===== src/rtl/fed_pkg.sv =====
// Shared types and constants for the feedback echo delay block.
// No dependencies; imported by the interfaces and all modules.
`timescale 1ns / 1ps

package fed_pkg;

    localparam int SAMPLE_W        = 16;
    localparam int DELAY_W         = 15;
    localparam int CFG_IDX_W       = 2;
    localparam int CFG_DATA_W      = 16;
    localparam int ECHO_SHIFT      = 15;
    localparam int DELAY_DEPTH_DEF = 32768;
    localparam int DELAY_RESET     = 24000;

    typedef logic signed [SAMPLE_W-1:0] sample_t;

    localparam sample_t GAIN_RESET = 16'sh4000;

    // Register indexes on the configuration channel
    typedef enum logic [CFG_IDX_W-1:0] {
        REG_DELAY    = 2'd0,
        REG_DRY_GAIN = 2'd1,
        REG_WET_GAIN = 2'd2
    } fed_reg_t;

    typedef struct packed {
        sample_t dry_gain;
        sample_t wet_gain;
    } fed_gain_t;

endpackage


===== src/rtl/fed_mac.sv =====
// Multiply-accumulate of dry and delayed samples with Q1.15 gains.
// Depends on fed_pkg. Sum wraps in 32 bits, result is bits [30:15].
`timescale 1ns / 1ps

module fed_mac
    import fed_pkg::*;
(
    input  sample_t   dry,
    input  sample_t   wet,
    input  fed_gain_t gains,
    output sample_t   result
);

    logic signed [2*SAMPLE_W-1:0] dry_prod;
    logic signed [2*SAMPLE_W-1:0] wet_prod;
    logic        [2*SAMPLE_W-1:0] acc;

    assign dry_prod = dry * gains.dry_gain;
    assign wet_prod = wet * gains.wet_gain;
    assign acc      = dry_prod + wet_prod;
    assign result   = sample_t'(acc[ECHO_SHIFT +: SAMPLE_W]);

endmodule


===== config.mk =====
export PLATFORM = sky130hd
export DESIGN_NAME = fed_mac
export DESIGN_NICKNAME = d
export VERILOG_FILES = /design/src/rtl/fed_pkg.sv /design/src/rtl/fed_mac.sv
export SDC_FILE = /design/constraint.sdc
export NUM_CORES = 1
export LEC_CHECK = 0
export BUFFER_PORTS_ARGS = -buffer_cell sky130_fd_sc_hd__clkbuf_2
export CAP_MARGIN = 20
export CORE_ASPECT_RATIO = 1.2
export CORE_MARGIN = 1
export CORE_UTILIZATION = 43
export DETAILED_ROUTE_END_ITERATION = 7
export GPL_ROUTABILITY_DRIVEN = 0
export MAX_ROUTING_LAYER = met4
export PLACE_DENSITY_LB_ADDON = 0.1
export SYNTH_ARGS = -nofsm -noshare
export SYNTH_HDL_FRONTEND = slang
export SYNTH_SLANG_ARGS = --single-unit

===== constraint.sdc =====
create_clock -name vclk -period 21.7
set_input_delay 3.255 -clock vclk [all_inputs]
set_output_delay 3.255 -clock vclk [all_outputs]
set_load 0.02 [all_outputs]

[After elaboration in Yosys (flattened, before gate mapping)]
Index checks and enable logic that the tools add are counted.
Operators by class
  add/subtract/negate cells: 1
  multiply operators: 2
Operator list (count)
  multiplier 16 x 16 -> 31 bit: 2
  adder 31 bit: 1
Storage, ports and cells
  bits in registers: 0
  bits of input ports: 64
  output and inout bits: 16
  logic and storage cells: 3

[Logic depth before layout (Yosys ltp)]
Gate-level depths: netlist of run 1.
  depth in word-level cells: 2
  mapped depth: 27
  gate-level depth less buffers: 26

[Worst setup path after synthesis of run 1]
Ideal clock, no wire load.
  path type: input -> output
  start point: input port gains[18] (netlist name)
  end point: output port result[14]
  data arrival time: 9741 ps
  data required time: 18445 ps
  slack: 8704 ps
  stages on the path: 24
  buffers on the path: 1
  cell sequence: clkbuf_1 nand2_1 fa_1 inv_1 fa_1 inv_1 fa_1 fa_1 inv_1 fa_1 fa_1 inv_1 fa_1 fa_1 inv_1 ha_1 a211oi_1 nand2_1 a31oi_2 o21ai_2 a31oi_4 a41oi_4 a311o_1 xor2_1
Between the ends
  cells in the longest elaborated chain, start to end: 2
Ends and longest elaborated chain
  start, declared: line fed_mac.sv:10  | input fed_gain_t gains,
  multiplier 16 x 16 -> 31 bit: line fed_mac.sv:18  | assign dry_prod = dry * gains.dry_gain;
  adder 31 bit: line fed_mac.sv:20  | assign acc = dry_prod + wet_prod;
  end, declared: line fed_mac.sv:11  | output sample_t result
No other way between the ends.

[Worst setup path in the final report of run 1]
  start point: input port wet[15]
  end point: output port result[13]
Between the ends
  cells in the longest elaborated chain, start to end: 2
Ends and longest elaborated chain
  start, declared: line fed_mac.sv:9  | input sample_t wet,
  multiplier 16 x 16 -> 31 bit: line fed_mac.sv:19  | assign wet_prod = wet * gains.wet_gain;
  adder 31 bit: line fed_mac.sv:20
No other way between the ends.

==> impl_metrics.yaml, run 1 <==
cells_and_area:
  nets: 2793
  drive_gt1_share_pct: 4.384
  final_common_cell: "inv_1"
  num-clock-buffers: 0
  seqCellArea_um2: 0
  final_cell_mix: "inv_1, fa_1, nand2_1"
  fin_util_pct: 45.82
  multi_input_area_um2: 16310
  n_antenna_cell: 0
  fillCellCount: 4309
  area_growth_pct: 4.503
  seq_cell_count: 0
synthesis:
  syn-num-nets: 2775
  seq_area_frac_synth_pct: 0
  yosysWarnings: 0
  ys_types: 36
  syn_inst: 2014
  avgSynthCellArea_um2: 9.382
  syn_area_um2: 18900
placed_design:
  io_buffer_count: 80
  dpl.hpwl_um: 41220
status:
  violations: "DRC"
  status: "complete, but fails checks"
setup_path:
  critical_path_required_ps: 18450
  critPathBufInv: 7
  cpPeakStageDelay_ps: 540
  path_class: "input pin to output port"
  crit_fanout: 17
  startpoint_type: "input pin"
  critPathTopFamily: "adder cells"
  cp_slowest_cell: "fa_1"
  cp.arrival_ps: 10640
  critPathCaptureType: "output port"
  crit_top_cell: "fa_1"
job:
  drv_cap: 0
floorplan:
  die_y_um: 231.6
  ios: 80
  core_area_um2: 43100
  die-area_um2: 44790
  initial_core_util_pct: 43.84
  core.rowCount: 83
  die_w_um: 193.4
routing:
  initialDrtViolationCount: 442
  drc_errors: 4
  ant_nets: 0
  vias: 12510
  via_per_inst: 4.844
  totalWireLength_um: 47860
  dr.pass1.iters: 8
  wl_per_cell_um: 18.54
grt:
  grt_max_degree: 18
  antenna_found_initial: 0
  first_global_vias: 14490
  grt-ovfl-total: 0
  grt_pass1_wl_um: 78890
  grt_usage_pct: 23.88
hold_path:
  hp-class: "input pin to output port"
sta:
  max_slew_margin_pct: 58.59
  worstMarginPinSlew_ps: 620.5
  setup_viol: 0
  max_freq_mhz: 71.97
  whs_ps: 7640
  drv_slew: 0
  fin_tns_setup_ps: 0
  min_period_over_period_pct: 64.03
  hold_viol_final: 0
  rsz0062_at_grt: "no"
  fin_crit_ps: 13890
clock_tree:
  cts_setup_buffers: 0
  cts_hold_buf: 0
  cts.repair.resized: 0
## logic make-up (layout without fill, tap and decap cells)
family	after synthesis	in the layout	synth area share [%]
buf+inv	689	705	13.69
simple gates	547	547	14.33
xor+xnor	44	44	2.039
mux	1	1	0.05298
compound gates	36	36	1.609
fa+ha+maj	697	697	68.28
## layout make-up
cell class | count | share of cell area, %
inverters | 625 | 11.88
multi-input cells | 1325 | 82.59
well taps | 552 | 3.498
repair buffers | 80 | 2.028
## stage by stage
step / cell area, um^2 / setup WS (ps) / cells
final: 19750 / 7806 / 2582
after CTS: 19750 / 7752 / 2582
after detailed placement: 19750 / 7760 / 2582
after global routing: 19750 / 7347 / 2582
after floorplan: 18900 / 8704 / 2014
after global placement: 19750 / 7829 / 2582
## Yosys cell counts (2+ instances only)
cell      count  area [um^2]
ha_1        140         1752
nor2_1       23        86.33
o211ai_1      2        15.01
nor2b_1       8        50.05
a21oi_1      10        50.05
and2_1      231         1445
nand3_1       3        15.01
nand2_1     260        975.9
nand2b_1     12        75.07
a21o_1        6        45.04
nand4_1       4        25.02
xnor2_1      35        306.5
o21ai_0       4        20.02
xor2_1        9        78.83
nor3_1        4        20.02
clkbuf_1     63        236.5
inv_1       625         2346
fa_1        557        11150
## path summary, 6_finish.rpt
kind                      from    endpoint  slack, ps  cells past startpoint
worst max-delay path   wet[15]  result[13]       7810                     25
worst min-delay path  gains[0]   result[1]       7640                      8
## routing by layer
metal / vias to the layer above / share of wire [%] / track usage (%)
met5: - / 0 / -
met3: 54 / 1.0 / 0.2328
met1: 6707 / 35 / 25.22
met2: 133 / 61 / 48.64
met4: 0 / 3.1 / 6.350
li1: 5613 / - / -
Power of run 1 is not shown: default switching activity piles up to over one toggle a cycle in this logic, so the estimate is an artifact.
==> inputs of run 2 (changes only) <==
Settings changed: ABC_AREA set to 1.
Clock period 21.7 ns to 11.31 ns, I/O delays scaled along.
==> run 2 against run 1 <==
The flow now finishes without violations. Critical path depth decreased by 1. Non-clock buffer count increased by 12. Core utilization decreased by 0.23 points. Final cell count increased by 22%. Clock-buffer cell count unchanged. Wire length increased by 17%. Worst hold slack got worse by 3300 ps. Sequential cell count unchanged. First-iteration DRC count increased by 62%. Die area increased by 7.2%. Critical endpoint is now result[15]. Largest cell class unchanged.
==> impl_metrics.yaml, run 2 <==
clock_tree:
  cts_hold_buf: 0
  cts.repair.resized: 0
  cts_setup_buffers: 0
job:
  drv_cap: 0
floorplan:
  die_w_um: 200.2
  core_area_um2: 46270
  ios: 80
  die-area_um2: 48020
  die_y_um: 239.9
  initial_core_util_pct: 43.81
  core.rowCount: 86
cells_and_area:
  final_area_um2: 21090
  num-clock-buffers: 0
  seq_cell_count: 0
  nets: 3297
  drive_gt1_share_pct: 4.499
  n_antenna_cell: 0
  fillCellCount: 4753
  area_growth_pct: 4.043
  seqCellArea_um2: 0
  multi_input_area_um2: 16380
  final_cell_mix: "inv_1, nand2_1, fa_1"
  fin_util_pct: 45.58
  final_common_cell: "inv_1"
synthesis:
  syn_area_um2: 20270
  yosysTopAreaCell: "fa_1"
  ys_types: 36
  synth.most_common_cell: "inv_1"
  syn_inst: 2556
  synth_common_cells: "inv_1, nand2_1, fa_1"
  yosysWarnings: 0
  avgSynthCellArea_um2: 7.931
  seq_area_frac_synth_pct: 0
  synth_top_area_share_pct: 55.01
  syn-num-nets: 3317
  ys_top_cells_by_area: "fa_1, inv_1, nand2_1"
placed_design:
  dpl.hpwl_um: 48290
  place_area_um2: 21090
  io_buffer_count: 80
hold_path:
  hp-class: "input pin to output port"
routing:
  routed-wl-met3_um: 1277
  initialDrtViolationCount: 716
  wl_per_cell_um: 17.70
  vias: 14980
  dr.pass1.iters: 5
  maxUsedRoutingLayer: "met4"
  via_per_inst: 4.757
  totalWireLength_um: 55770
  m1WireLength_um: 20630
  ant_nets: 0
  drc_errors: 0
  wl_met2_um: 31380
sta:
  fin_crit_ps: 10600
  hold_viol_final: 0
  max_freq_mhz: 94.36
  rsz0062_at_grt: "no"
  fin_tns_setup_ps: 0
  min_period_over_period_pct: 93.71
  worstMarginPinSlew_ps: 750.2
  drv_slew: 0
  max_slew_margin_pct: 49.93
  setup_viol: 0
setup_path:
  critPathCaptureType: "output port"
  cp.arrival_ps: 8900
  critical_path_required_ps: 9610
  path_class: "input pin to output port"
  crit_fanout: 17
  startpoint_type: "input pin"
grt:
  grt_pass1_wl_um: 90060
  grt-ovfl-total: 0
  antenna_found_initial: 0
  grt_max_degree: 18
  grt_usage_pct: 25.45
  first_global_vias: 16610
status:
  status: "finished, final reports clean"
==> run 2: changes by cell type in the layout (fill, tap and decap cells not counted), sizes merged, moves of 13 or more <==
cell,previous run,this run
and2,231,1
or2,0,13
inv,625,918
o21ai,5,23
nor2,23,62
nand3,3,29
nand2,260,615
a21oi,11,31
xnor2,35,6
==> run 2: final cells by class <==
type,instances,share of cell area [%]
repair buffers,92,2.325
inverters,918,16.34
well taps,616,3.654
multi-input cells,1524,77.68
==> run 2: path summary, 6_finish.rpt <==
check                  from  slack (ps)          to  cells after the start
hold / removal    gains[15]        4380  result[15]                     13
setup / recovery    wet[15]         710  result[15]                     24
==> run 2: critical path, cell delays in order <==
cell	delay, ps
clkbuf_2	350
nand2_1	240
fa_1	730
inv_1	140
fa_1	630
inv_1	190
fa_1	630
inv_1	90
fa_1	550
inv_1	50
fa_1	450
fa_1	520
fa_1	430
fa_1	500
inv_1	40
ha_1	370
inv_1	120
nor3_1	280
and2_1	210
nand3_1	90
nand2_1	220
nand3_1	110
nand2_1	70
clkbuf_2	160
==> run 2: layer usage <==
metal | up-vias | track usage [%]
met2 | 262 | 48.95
li1 | 6876 | -
met3 | 77 | 0.5557
met4 | 0 | 9.184
met1 | 7769 | 28.13
met5 | - | -
==> run 2: metrics by stage <==
| stage | worst slack (ps) | cells | hold WS [ps] |
|---|---|---|---|
| 3_3_place_gp | 775.0 | 3150 | 4399 |
| 3_5_place_dp | 696.7 | 3150 | 4421 |
| 5_1_grt | 285.0 | 3150 | 4514 |
| 2_1_floorplan | 1538 | 2556 | 3890 |
| 4_1_cts | 693.4 | 3150 | 4427 |
| 6_report | 711.9 | 3150 | 4381 |
==> run 2: logic make-up (layout without fill, tap and decap cells) <==
family | after synthesis | in the layout | synth area share, %
compound gates | 66 | 66 | 1.771
xor+xnor | 25 | 25 | 1.080
buf+inv | 1032 | 1010 | 19.18
simple gates | 736 | 736 | 14.33
fa+ha+maj | 697 | 697 | 63.65
Power of run 2 is left out for the same reason.
